[src/rtl/adcss_pkg.sv]
package adcss_pkg;

  // sizing
  localparam int NUM_SLOTS   = 3;
  localparam int SAMPLE_BITS = 12;
  localparam int CH_W        = 8;
  localparam int CNT_W       = 8;
  localparam int OUT_CH_W    = 5;
  localparam int SUM_W       = SAMPLE_BITS + CNT_W;
  localparam int SLOT_W      = (NUM_SLOTS > 1) ? $clog2(NUM_SLOTS) : 1;

  // register map
  localparam int NUM_REGS    = 2 * NUM_SLOTS + 2;
  localparam int REG_CHAN0   = 0;
  localparam int REG_AVG0    = NUM_SLOTS;
  localparam int REG_IREF    = 2 * NUM_SLOTS;
  localparam int REG_ASYNC   = 2 * NUM_SLOTS + 1;
  localparam int IDX_W       = $clog2(NUM_REGS);
  localparam int ADDR_W      = IDX_W + 2;
  localparam int DATA_W      = 32;

  // channel codes
  localparam logic [CH_W-1:0] CH_NONE       = 8'hFF;
  localparam logic [CH_W-1:0] CH_LAST_VALID = 8'd22;
  localparam logic [CH_W-1:0] CH_BANDGAP    = 8'd31;

  typedef enum logic [1:0] {
    ST_IDLE,
    ST_DIV,
    ST_FIN
  } state_e;

  typedef struct packed {
    logic                   req_type;
    logic [SAMPLE_BITS-1:0] sample;
  } in_t;

  typedef struct packed {
    logic                   conv_start;
    logic [OUT_CH_W-1:0]    conv_channel;
    logic                   ref_internal;
    logic                   result_valid;
    logic [OUT_CH_W-1:0]    result_channel;
    logic [SAMPLE_BITS-1:0] result_value;
    logic                   round_done;
  } out_t;

  typedef struct packed {
    logic [NUM_SLOTS-1:0][CH_W-1:0]  chan;
    logic [NUM_SLOTS-1:0][CNT_W-1:0] avg;
    logic [CH_W-1:0]                 iref;
    logic                            async_mode;
  } cfg_t;

  // reset channel of a slot
  function automatic logic [CH_W-1:0] chan_reset(input int idx);
    logic [CH_W-1:0] v;
    v = (idx == 0) ? CH_BANDGAP : '0;
    return v;
  endfunction

  // reset average count of a slot
  function automatic logic [CNT_W-1:0] avg_reset(input int idx);
    logic [CNT_W-1:0] v;
    unique case (idx)
      0:       v = 8'd8;
      1:       v = 8'd6;
      2:       v = 8'd10;
      default: v = 8'd1;
    endcase
    return v;
  endfunction

  // channel numbers that mark a slot unused
  function automatic logic chan_invalid(input logic [CH_W-1:0] ch);
    return (ch == CH_NONE) || ((ch > CH_LAST_VALID) && (ch < CH_BANDGAP));
  endfunction

endpackage

[src/rtl/adcss_cfg.sv]
module adcss_cfg
  import adcss_pkg::*;
(
  input  logic              clk_i,
  input  logic              rst_ni,
  input  logic              psel,
  input  logic              penable,
  input  logic              pwrite,
  input  logic [ADDR_W-1:0] paddr,
  input  logic [DATA_W-1:0] pwdata,
  output logic [DATA_W-1:0] prdata,
  output logic              pready,
  output cfg_t              cfg_o
);

  logic [NUM_SLOTS-1:0][CH_W-1:0]  chan_q;
  logic [NUM_SLOTS-1:0][CNT_W-1:0] avg_q;
  logic [CH_W-1:0]                 iref_q;
  logic                            async_q;
  logic [IDX_W-1:0]                idx;
  logic                            wr;

  assign pready = 1'b1;
  assign idx    = paddr[ADDR_W-1:2];
  assign wr     = psel & penable & pwrite;

  // register writes
  always_ff @(posedge clk_i or negedge rst_ni) begin
    if (!rst_ni) begin
      for (int i = 0; i < NUM_SLOTS; i++) begin
        chan_q[i] <= chan_reset(i);
        avg_q[i]  <= avg_reset(i);
      end
      iref_q  <= '0;
      async_q <= 1'b0;
    end else if (wr) begin
      for (int i = 0; i < NUM_SLOTS; i++) begin
        if (idx == IDX_W'(REG_CHAN0 + i)) chan_q[i] <= pwdata[CH_W-1:0];
        if (idx == IDX_W'(REG_AVG0 + i))  avg_q[i]  <= pwdata[CNT_W-1:0];
      end
      if (idx == IDX_W'(REG_IREF))  iref_q  <= pwdata[CH_W-1:0];
      if (idx == IDX_W'(REG_ASYNC)) async_q <= pwdata[0];
    end
  end

  // read mux
  always_comb begin
    prdata = '0;
    for (int i = 0; i < NUM_SLOTS; i++) begin
      if (idx == IDX_W'(REG_CHAN0 + i)) prdata = DATA_W'(chan_q[i]);
      if (idx == IDX_W'(REG_AVG0 + i))  prdata = DATA_W'(avg_q[i]);
    end
    if (idx == IDX_W'(REG_IREF))  prdata = DATA_W'(iref_q);
    if (idx == IDX_W'(REG_ASYNC)) prdata = DATA_W'(async_q);
  end

  assign cfg_o.chan       = chan_q;
  assign cfg_o.avg        = avg_q;
  assign cfg_o.iref       = iref_q;
  assign cfg_o.async_mode = async_q;

endmodule

[src/rtl/adcss_div.sv]
module adcss_div
  import adcss_pkg::*;
(
  input  logic             clk_i,
  input  logic             rst_ni,
  input  logic             start_i,
  input  logic [SUM_W-1:0] dividend_i,
  input  logic [CNT_W-1:0] divisor_i,
  output logic             busy_o,
  output logic             done_o,
  output logic [SUM_W-1:0] quotient_o
);

  localparam int ITER_W = $clog2(SUM_W + 1);

  logic              busy_q;
  logic [ITER_W-1:0] iter_q;
  logic [SUM_W-1:0]  quo_q;
  logic [CNT_W-1:0]  rem_q;
  logic [CNT_W-1:0]  div_q;
  logic [CNT_W:0]    trial;
  logic [CNT_W:0]    diff;
  logic              ge;

  // one restoring step per cycle
  assign trial = {rem_q, quo_q[SUM_W-1]};
  assign ge    = (trial >= {1'b0, div_q});
  assign diff  = trial - {1'b0, div_q};

  always_ff @(posedge clk_i or negedge rst_ni) begin
    if (!rst_ni) begin
      busy_q <= 1'b0;
      iter_q <= '0;
    end else if (start_i) begin
      busy_q <= 1'b1;
      iter_q <= ITER_W'(SUM_W);
    end else if (busy_q) begin
      iter_q <= iter_q - 1'b1;
      if (iter_q == ITER_W'(1)) busy_q <= 1'b0;
    end
  end

  // datapath
  always_ff @(posedge clk_i) begin
    if (start_i) begin
      quo_q <= dividend_i;
      rem_q <= '0;
      div_q <= divisor_i;
    end else if (busy_q) begin
      quo_q <= {quo_q[SUM_W-2:0], ge};
      rem_q <= ge ? diff[CNT_W-1:0] : trial[CNT_W-1:0];
    end
  end

  assign busy_o     = busy_q;
  assign done_o     = busy_q && (iter_q == ITER_W'(1));
  assign quotient_o = quo_q;

endmodule

[src/rtl/adc_scan_sequencer_averaging_core.sv]
// ADC scan sequencer with oversampling average. Each input word is a poll
// (req_type 0) or a conversion sample (req_type 1), and each one yields
// exactly one output word carrying the conversion request, the reference
// select and, when a slot finishes, its truncated average. Polls, ignored
// words and samples that do not complete an average load their output word
// when taken. A sample that completes an average instead starts the
// bit-serial restoring divider, which forms sum / count one quotient bit per
// cycle; in_stall_o is high meanwhile. Output words sit in a register,
// and a new input word is taken only when that register is empty or hands its
// word on in the same cycle, so a stalled output word holds off the input.
// Slot channels, average counts, the internal-reference channel and async
// mode are set over the APB port at byte addresses 4*i.
module adc_scan_sequencer_averaging_core
  import adcss_pkg::*;
(
  input  logic              clk_i,
  input  logic              rst_ni,
  input  logic              in_valid_i,
  output logic              in_stall_o,
  input  in_t               in_data_i,
  output logic              out_valid_o,
  input  logic              out_stall_i,
  output out_t              out_data_o,
  input  logic              psel,
  input  logic              penable,
  input  logic              pwrite,
  input  logic [ADDR_W-1:0] paddr,
  input  logic [DATA_W-1:0] pwdata,
  output logic [DATA_W-1:0] prdata,
  output logic              pready
);

  cfg_t cfg;

  state_e state_q, state_d;

  logic [NUM_SLOTS-1:0] marks_q, marks_d;
  logic [SLOT_W-1:0]    cur_q, cur_d;
  logic [CNT_W-1:0]     cnt_q, cnt_d;
  logic [SUM_W-1:0]     sum_q, sum_d;
  logic                 conv_q, conv_d;
  logic                 ref_q, ref_d;
  logic [OUT_CH_W-1:0]  res_ch_q, res_ch_d;
  logic                 out_valid_q, out_valid_d;
  out_t                 out_q, out_d;

  logic                 out_free;
  logic                 accept;
  logic                 out_load;
  logic                 div_start;
  logic                 div_busy;
  logic                 div_done;
  logic [SUM_W-1:0]     quotient;

  logic [NUM_SLOTS-1:0] inv_vec;
  logic [NUM_SLOTS-1:0] same_vec;
  logic [NUM_SLOTS-1:0] pend;
  logic                 found;
  logic [SLOT_W-1:0]    found_idx;
  logic [CH_W-1:0]      found_ch;
  logic [CH_W-1:0]      cur_ch;
  logic [CNT_W-1:0]     target;
  logic [CNT_W-1:0]     cnt_n;
  logic [SUM_W-1:0]     sum_n;

  adcss_cfg u_cfg (
    .clk_i   (clk_i),
    .rst_ni  (rst_ni),
    .psel    (psel),
    .penable (penable),
    .pwrite  (pwrite),
    .paddr   (paddr),
    .pwdata  (pwdata),
    .prdata  (prdata),
    .pready  (pready),
    .cfg_o   (cfg)
  );

  adcss_div u_div (
    .clk_i      (clk_i),
    .rst_ni     (rst_ni),
    .start_i    (div_start),
    .dividend_i (sum_n),
    .divisor_i  (cnt_n),
    .busy_o     (div_busy),
    .done_o     (div_done),
    .quotient_o (quotient)
  );

  // handshake
  assign out_free   = !out_valid_q || !out_stall_i;
  assign in_stall_o = !((state_q == ST_IDLE) && out_free);
  assign accept     = in_valid_i && !in_stall_o;

  // per-slot channel checks
  always_comb begin
    for (int i = 0; i < NUM_SLOTS; i++) begin
      inv_vec[i]  = chan_invalid(cfg.chan[i]);
      same_vec[i] = (cfg.chan[i] == cur_ch) || (cur_q == SLOT_W'(i));
    end
  end

  // first pending slot
  assign pend = (state_q == ST_IDLE && !in_data_i.req_type) ? ~inv_vec : ~marks_q;

  always_comb begin
    found     = 1'b0;
    found_idx = '0;
    for (int i = 0; i < NUM_SLOTS; i++) begin
      if (!found && pend[i]) begin
        found     = 1'b1;
        found_idx = SLOT_W'(i);
      end
    end
  end

  assign found_ch = cfg.chan[found_idx];
  assign cur_ch   = cfg.chan[cur_q];
  assign target   = (cfg.avg[cur_q] == '0) ? CNT_W'(1) : cfg.avg[cur_q];
  assign cnt_n    = cnt_q + 1'b1;
  assign sum_n    = sum_q + SUM_W'(in_data_i.sample);

  // next state
  always_comb begin
    state_d = state_q;
    unique case (state_q)
      ST_IDLE: if (div_start) state_d = ST_DIV;
      ST_DIV:  if (div_done) state_d = ST_FIN;
      ST_FIN:  if (out_free) state_d = ST_IDLE;
      default: state_d = ST_IDLE;
    endcase
  end

  // datapath and output word
  always_comb begin
    marks_d   = marks_q;
    cur_d     = cur_q;
    cnt_d     = cnt_q;
    sum_d     = sum_q;
    conv_d    = conv_q;
    ref_d     = ref_q;
    res_ch_d  = res_ch_q;
    out_load  = 1'b0;
    div_start = 1'b0;
    out_d     = '0;

    unique case (state_q)
      ST_IDLE: begin
        if (accept) begin
          out_load = 1'b1;
          if (!in_data_i.req_type) begin
            if (!conv_q) begin
              marks_d = inv_vec;
              ref_d   = 1'b0;
              if (found) begin
                cur_d              = found_idx;
                cnt_d              = '0;
                sum_d              = '0;
                conv_d             = 1'b1;
                ref_d              = (found_ch == cfg.iref);
                out_d.conv_start   = 1'b1;
                out_d.conv_channel = found_ch[OUT_CH_W-1:0];
              end else begin
                out_d.round_done = cfg.async_mode;
              end
            end
          end else if (conv_q) begin
            cnt_d = cnt_n;
            sum_d = sum_n;
            if (cnt_n < target) begin
              out_d.conv_start   = 1'b1;
              out_d.conv_channel = cur_ch[OUT_CH_W-1:0];
            end else begin
              out_load  = 1'b0;
              conv_d    = 1'b0;
              marks_d   = marks_q | same_vec;
              res_ch_d  = cur_ch[OUT_CH_W-1:0];
              div_start = 1'b1;
            end
          end
          out_d.ref_internal = ref_d;
        end
      end
      ST_FIN: begin
        if (out_free) begin
          out_load             = 1'b1;
          out_d.result_valid   = 1'b1;
          out_d.result_channel = res_ch_q;
          out_d.result_value   = quotient[SAMPLE_BITS-1:0];
          if (found) begin
            cur_d              = found_idx;
            cnt_d              = '0;
            sum_d              = '0;
            conv_d             = 1'b1;
            ref_d              = ref_q | (found_ch == cfg.iref);
            out_d.conv_start   = 1'b1;
            out_d.conv_channel = found_ch[OUT_CH_W-1:0];
          end else begin
            out_d.round_done = cfg.async_mode;
          end
          out_d.ref_internal = ref_d;
        end
      end
      default: ;
    endcase
  end

  // output register
  assign out_valid_d = out_load ? 1'b1 : (out_stall_i ? out_valid_q : 1'b0);

  always_ff @(posedge clk_i or negedge rst_ni) begin
    if (!rst_ni) begin
      state_q     <= ST_IDLE;
      marks_q     <= '1;
      cur_q       <= '0;
      cnt_q       <= '0;
      sum_q       <= '0;
      conv_q      <= 1'b0;
      ref_q       <= 1'b1;
      out_valid_q <= 1'b0;
    end else begin
      state_q     <= state_d;
      marks_q     <= marks_d;
      cur_q       <= cur_d;
      cnt_q       <= cnt_d;
      sum_q       <= sum_d;
      conv_q      <= conv_d;
      ref_q       <= ref_d;
      out_valid_q <= out_valid_d;
    end
  end

  always_ff @(posedge clk_i) begin
    res_ch_q <= res_ch_d;
    if (out_load) out_q <= out_d;
  end

  assign out_valid_o = out_valid_q;
  assign out_data_o  = out_q;

  // checks
  a_div_in_state: assert property (@(posedge clk_i) disable iff (!rst_ni)
    div_busy |-> (state_q == ST_DIV))
    else $error("divider busy outside divide state");

  a_cur_pending: assert property (@(posedge clk_i) disable iff (!rst_ni)
    conv_q |-> !marks_q[cur_q])
    else $error("converting slot already marked done");

  a_fin_idle_conv: assert property (@(posedge clk_i) disable iff (!rst_ni)
    (state_q == ST_FIN) |-> !conv_q)
    else $error("conversion still open while finishing a result");

  a_start_xor_done: assert property (@(posedge clk_i) disable iff (!rst_ni)
    out_valid_o |-> !(out_data_o.conv_start && out_data_o.round_done))
    else $error("conversion request and round end in one word");

endmodule
[config.mk]
export PLATFORM = sky130hd
export DESIGN_NAME = adc_scan_sequencer_averaging_core
export DESIGN_NICKNAME = d
export VERILOG_FILES = /design/src/rtl/adcss_pkg.sv /design/src/rtl/adcss_cfg.sv /design/src/rtl/adcss_div.sv /design/src/rtl/adc_scan_sequencer_averaging_core.sv
export SDC_FILE = /design/constraint.sdc
export NUM_CORES = 1
export LEC_CHECK = 0
export BUFFER_PORTS_ARGS = -buffer_cell sky130_fd_sc_hd__buf_2
export CORE_MARGIN = 2
export CORE_UTILIZATION = 34
export DETAILED_ROUTE_END_ITERATION = 10
export PLACE_DENSITY = 0.62
export SYNTH_ARGS = -nofsm -noshare
export SYNTH_HDL_FRONTEND = slang
export SYNTH_SLANG_ARGS = --single-unit
export TNS_END_PERCENT = 10
[constraint.sdc]
create_clock -name clk_i -period 8.8 [get_ports clk_i]
set_input_delay 0.44 -clock clk_i [delete_from_list [all_inputs] [get_ports clk_i]]
set_output_delay 0.44 -clock clk_i [all_outputs]
set_load 0.01 [all_outputs]
==> results.toml, run 1 <==
[power_and_ir_drop]
peakVddDrop_v = 0.000117
leakage_uw = 0.00469
p_sw_uw = 1330
power_density_nw_per_um2 = 305
clock_power_share_pct = 22.1
switching_share_pct = 39.2
p_int_uw = 2070
pwr-share-comb_pct = 39.3
p_seq_share_pct = 38.7

[detailed_routing]
vias_per_cell = 5.28
ant_nets = 0
wl_um = 24300
drcViolationCount = 0
wire_per_inst_um = 17.0
drt_iter0_drc = 572
dr.pass1.iters = 8
num_vias = 7563

[floorplan]
row_count = 62
coreArea_um2 = 28900
die_area_um2 = 31000
start_util_pct = 34.8
die_w_um = 176
die_h_um = 176
ioPinCount = 118

[clock_tree]
cts-htree-levels = 4
cts.sink_count = 168
cts-root-buf = "clkbuf_16"
cts_resized = 0
cts_buffers = 17
clk_pin_slew_ns = 0.07
clk_latency_ns = 0.43
cts_max_path_buffers = 2
cts_tree = "yes"

[synthesis]
synthTopCellsByArea = "dfrtp_1 22%, edfxtp_1 18%, mux2_2 5.7%, mux2i_1 4.4%, ha_1 3.7%"
synthAdderAreaFrac_pct = 4.13
synth_top_family_by_area = "compound AO/OA/AOI/OAI gates"
synth_xor_area_share_pct = 4.17
synth-async-reset-ratio_pct = 60.1
synth_cells = 1002
synth_sequential_area_ratio_pct = 44.5
synthSimpleGateAreaFrac_pct = 12.4
muxShareOfSynthArea_pct = 12.1
ys_ff_latch = 168
syn-cell-area_um2 = 10100
yosys_warnings = 0
synth_compound_area_share_pct = 16.2
synth-edff-count = 59
synth_top_area_cell = "dfrtp_1"
ys_types = 78
synth.avg_cell_area_um2 = 10.0
yosys.area.top_type_share_pct = 21.6
synth_ff_type = "dfrtp_1"

[global_routing]
grt_max_degree = 63
busiest_layer = "met2"
grt_pass1_wl_um = 39700
met3_usage_pct = 2.78
antenna_found_initial = 0
grt_use_met2_pct = 25.7
grt_use_met1_pct = 22.6
overflow = 0
grt_pass1_vias = 7267
grtUsageTotal_pct = 16.0

[sta]
clock.fmax_mhz = 243
finalSetupViolations = 0
worst_slack_ns = 4.69
clock_skew_ns = 0.0154
rsz0062_at_grt = "no"
tightestPinTransition_ns = 1.15
slew_viol_final = 0
fin_crit_sh_pct = 46.7
min_period_ns = 4.11
slew_headroom_pct = 23.5
setup_tns_ns = 0
report.final.hold_viol_count = 0

[setup_path]
crit_start = "cur_q[0]"
cp.arrival_ns = 4.15
critical_path_class = "flop to flop"
timing.rr.start = "cur_q[0]"
rr_worst_depth = 13
end_kind = "flop"
crit_required_ns = 8.84
cp_max_fo = 34
start_kind = "flop"

[outcome]
status = "finished, final reports clean"

[layout]
areaGrowthSynthToFinish_pct = 11.0
fin_area_um2 = 11200
drive_gt1_share_pct = 19.1
nets = 1124
register_area_um2 = 4480
diodes = 0
multi_input_area_um2 = 5030
final.fill_count = 2832

[place]
place_ws_ns = 4.66
port_buffers = 66
hpwl_um = 17200
gp_congestion = 0.905
placed_cell_area_um2 = 10600

[worst_hold_path]
holdPathStages = 3
hold_class = "primary input to flop"
hp-start = "pwdata[7]"

[job]
maxCapViolations = 0
sequential cells by signal, summed over array words and instances, names as in the netlist, 2 cells and up:
signal / cells
u_cfg.cfg_o: 48
out_data_o: 26
sum_q: 20
u_div.quotient_o: 20
cnt_q: 8
u_cfg.iref_q: 8
u_div.div_q: 8
u_div.rem_q: 8
res_ch_q: 5
u_div.iter_q: 5
marks_q: 3
cur_q: 2
state_q: 2
per-stage QoR:
stage	utilization, %	instances	total power (uW)	hold WS [ns]
after floorplan	-	1025	2300	0.144
after global placement	36.6	1399	2630	0.452
after detailed placement	36.6	1399	2660	0.455
after CTS	38.6	1432	3420	0.322
after global routing	38.6	1432	3640	0.341
final	38.6	1432	3410	0.332
cell usage after synthesis, types with 4 or more instances:
library cell,n
mux2_2,51
buf_2,13
dfstp_2,14
mux2_1,8
xor2_1,19
and3_1,9
nand2_1,75
dfrtp_1,87
nor2b_1,5
o21ai_1,14
dfxtp_1,8
and2_1,17
inv_1,50
nand2b_1,14
mux2_4,5
nand4_1,7
buf_1,5
xnor2_1,27
a22oi_1,4
a22o_1,16
buf_4,30
ha_1,30
nor2_1,71
o2bb2ai_1,5
o21ai_0,67
nand3_1,21
a211oi_1,7
o31ai_1,6
mux2i_1,44
nor3_1,14
a21boi_0,6
clkbuf_1,35
a31oi_1,10
a221oi_1,10
o22ai_1,16
edfxtp_1,59
a21oi_1,66
power by group through the flow:
stage / registers (uW) / clock network (uW) / logic, uW
CTS: 1320 / 764 / 1340
detailed placement: 1330 / 0 / 1330
global placement: 1320 / 0 / 1310
finish: 1320 / 753 / 1340
global route: 1340 / 796 / 1500
floorplan: 1230 / 0 / 1070
path summary, 6_finish.rpt:
| path | end | slack [ns] |
|---|---|---|
| setup / recovery | out_data_o[20] | 4.69 |
| hold / removal | u_cfg.cfg_o[56] | 0.33 |
| max in group asynchronous | u_cfg.cfg_o[42] | 7.04 |
| setup reg to reg | out_data_o[20] | 4.69 |
| min in group asynchronous | u_cfg.cfg_o[27] | 0.52 |
| hold reg to reg | marks_q[0] | 0.48 |
critical path, cell delays in order, from the launching register on:
cell       delay [ns]
dfrtp_1          0.32
buf_4            0.33
nor2b_1          0.35
buf_4            0.30
o2bb2ai_1        0.18
inv_1            0.06
ha_1             0.26
a21boi_1         0.12
o21a_1           0.17
o21a_1           0.21
o31ai_2          0.21
buf_4            0.20
o21ai_0          0.13
nand2_1          0.86
per-layer routing:
metal  share of wire [%]  up-vias
met4                 1.1        0
met2                  46      204
li1                    -     3617
met5                   0        -
met1                  48     3723
met3                 5.0       19
what timing repair did:
item	in CTS	in global routing
setup buffers	0	0
endpoints found under the hold margin	19	0
hold buffers	1	0
area by class of cell:
cell class                 count  area share (%)
sequential                   168            40.1
tap                          384            4.30
inverter                      50            1.68
multi-input combinational    722            45.1
clock inverter                15            1.41
clock buffer                  17            3.81
timing repair buffer          76            3.67
cells by family (layout without fill, tap and decap cells):
family / count (synthesis) / count (layout)
AOI/OAI and AO/OA: 252 / 252
other: 2 / 25
buffers and inverters: 135 / 158
and+or+nand+nor: 256 / 256
adders and majority gates: 32 / 32
DFF: 168 / 168
muxes: 110 / 110
xor gates and xnor gates: 47 / 47
layout by cell type (no fill, tap or decap), types with 5 or more instances in the layout:
cell type	netlist	layout
o2bb2ai_1	5	5
mux2_2	51	51
o31ai_1	6	6
buf_4	30	10
and3_1	9	9
a21boi_0	6	6
a31oi_1	10	10
xnor2_1	27	27
o21ai_1	14	13
nand2b_1	14	14
o22ai_1	16	16
conb_1	2	25
clkbuf_16	0	17
nand4_1	7	7
and2_1	17	17
xor2_1	19	19
edfxtp_1	59	59
ha_1	30	30
dfstp_2	14	14
nor3_1	14	13
nand3_1	21	21
nor2_1	71	71
a22o_1	16	16
a21oi_1	66	66
dfxtp_1	8	8
a211oi_1	7	7
nor2b_1	5	5
o21ai_0	67	66
a221oi_1	10	10
mux2_1	8	8
mux2i_1	44	44
nand2_1	75	75
buf_2	13	65
mux2_4	5	5
inv_1	50	50
dfrtp_1	87	87
(Power assumes the default switching activity.)
==> run 2: changes to the inputs <==
- ABC_AREA: default -> 1
- clock period: 8.8 -> 4.05 ns (I/O delays scaled with it)
==> run 2 against run 1 <==
Hold slack got worse by 0.29 ns; synthesized cell count increased by 25%; cell count grew 20%; clock skew fell by 0.00062 ns; area after synthesis down 1.7%; first-iteration DRC count rose by 2.4%; sequential power rose by 110%; critical path type unchanged.
==> results.toml, run 2 <==
[clock_tree]
cts_max_path_buffers = 2
cts-htree-levels = 4
cts-root-buf = "clkbuf_16"
cts_resized = 0
clk_pin_slew_ns = 0.08
cts_buffers = 17
cts.sink_count = 168
cts_tree = "yes"
clk_latency_ns = 0.45

[outcome]
status = "finished, final reports clean"

[synthesis]
synth_common_cells = "311 x nand2_1, 190 x inv_1, 119 x o21ai_0"
yosys_warnings = 0
synth_compound_area_share_pct = 14.0
synth.avg_cell_area_um2 = 7.89
syn-cell-area_um2 = 9890
synthTopCellsByArea = "dfrtp_1 22%, edfxtp_1 18%, nand2_1 12%, inv_1 7.2%, o21ai_0 6.0%"
synth_top_family_by_area = "simple AND/OR/NAND/NOR gates"
yosysMostFrequentCell = "nand2_1"
synth_ff_type = "dfrtp_1"
synth_xor_area_share_pct = 3.54
synth_sequential_area_ratio_pct = 45.3
ys_types = 51
synth-async-reset-ratio_pct = 60.1
synthAdderAreaFrac_pct = 4.20
synth_cells = 1253
yosys.area.top_type_share_pct = 22.0
synthSimpleGateAreaFrac_pct = 21.7
synth_top_area_cell = "dfrtp_1"
ys_ff_latch = 168
synth-edff-count = 59
muxShareOfSynthArea_pct = 0

[layout]
final_common_cell = "nand2_1"
areaGrowthSynthToFinish_pct = 12.9
nets = 1405
final_cells = 1713
final_cell_mix = "311 x nand2_1, 190 x inv_1, 119 x o21ai_0, 87 x dfrtp_1, 76 x nor2_1"
diodes = 0
largest_reg_flops = 48
drive_gt1_share_pct = 11.3

[floorplan]
row_count = 62
ioPinCount = 118
die_w_um = 175
start_util_pct = 34.5
coreArea_um2 = 28700
die_h_um = 175
die_area_um2 = 30500

[place]
port_buffers = 66
gp_congestion = 0.921
dp_cells = 1679
hpwl_um = 19800

[setup_path]
crit_required_ns = 4.20
critical_path_class = "flop to flop"
cp_max_fo = 17
start_kind = "flop"
cp.arrival_ns = 3.37
end_kind = "flop"

[sta]
rsz0062_at_grt = "no"
fin_crit_sh_pct = 79.4
clock_skew_ns = 0.0148
finalSetupViolations = 0
slew_viol_final = 0
tightestPinTransition_ns = 0.916
setup_tns_ns = 0
clock.fmax_mhz = 311
min_period_ns = 3.21
report.final.hold_viol_count = 0
slew_headroom_pct = 38.4

[power_and_ir_drop]
leakage_uw = 0.00541
power_density_nw_per_um2 = 661
peakVddDrop_v = 0.000250

[detailed_routing]
wire_per_inst_um = 15.3
ant_nets = 0
num_vias = 8335
drcViolationCount = 0
wl_um = 26300
vias_per_cell = 4.87
dr.pass1.iters = 5
drt_iter0_drc = 586

[global_routing]
grtUsageTotal_pct = 17.7
antenna_found_initial = 0
grt_pass1_vias = 7708
overflow = 0
grt_pass1_wl_um = 42000
grt_max_degree = 43

[worst_hold_path]
hold_class = "primary input to flop"

[job]
maxCapViolations = 0
[run 2: cell types whose count changed after synthesis, sizes merged, moves of 42 or more]
cell and delta:
mux2 -64, mux2i -46, nand2 +240, o21ai +67, inv +145, nand3 +42
[run 2: layout make-up]
cell class                 instances  area [um^2]
timing repair buffer              77          433
inverter                         196          736
multi-input combinational        856         4390
fill                            2968        17500
sequential                       168         4480
clock buffer                      17          425
clock inverter                    15          220
tap                              384          480
[run 2: path summary, 6_finish.rpt]
path / from / to / slack, ns / cells past startpoint
max: cnt_q[0] / out_data_o[19] / 0.84 / 14
min: pwdata[3] / u_cfg.cfg_o[36] / 0.04 / 3
max reg2reg: cnt_q[0] / out_data_o[19] / 0.84 / 14
min reg2reg: u_cfg.cfg_o[13] / u_cfg.cfg_o[13] / 0.49 / 2
max in group asynchronous: rst_ni / u_cfg.cfg_o[34] / 2.81 / 3
min in group asynchronous: rst_ni / u_cfg.cfg_o[48] / 0.30 / 2
[run 2: cells by family (layout without fill, tap and decap cells)]
kind of cell,Yosys count,after routing
buffers and inverters,252,305
AOI/OAI and AO/OA,252,252
xor gates and xnor gates,40,40
other,2,25
DFF,168,168
and+or+nand+nor,507,507
adders and majority gates,32,32
[run 2: power breakdown]
group | internal [uW] | switching (uW)
Clock | 908 | 846
Combinational | 984 | 1870
Sequential | 2410 | 361
[run 2: critical path: stages (launching register included)]
cell      delay [ns]
dfrtp_1         0.42
inv_1           0.08
nor3_1          0.21
nand2_1         0.10
nor2_1          0.17
xor2_1          0.31
ha_1            0.31
a21oi_1         0.14
nor2_1          0.05
a211oi_1        0.20
nand2_2         0.17
nand2_1         0.09
nand2_1         0.07
nand2_1         0.37
buf_12          0.22
[run 2: what timing repair did]
action                    4_1_cts  5_1_grt
hold endpoints to repair       33        0
setup buffers                   0        0
hold buffers                    2        0
[run 2: routing by layer]
metal / share of wire [%] / up-vias / GRT usage [%]
met4: 2.0 / 0 / 5.42
li1: - / 4172 / -
met3: 6.7 / 39 / 3.79
met2: 45 / 270 / 27.3
met5: 0 / - / 0
met1: 47 / 3854 / 24.9
[run 2: per-stage QoR]
| stage | power [uW] | util (%) | area, um^2 | setup WS (ns) | hold slack (ns) |
|---|---|---|---|---|---|
| after detailed placement | 5660 | 36.6 | 10500 | 0.824 | 0.252 |
| after floorplan | 4790 | - | 9980 | 1.09 | -0.0931 |
| after CTS | 7420 | 38.9 | 11200 | 0.814 | 0.0319 |
| after global routing | 7970 | 38.9 | 11200 | 0.468 | 0.0639 |
| after global placement | 5610 | 36.6 | 10500 | 0.896 | 0.241 |
| final | 7380 | 38.9 | 11200 | 0.836 | 0.0393 |
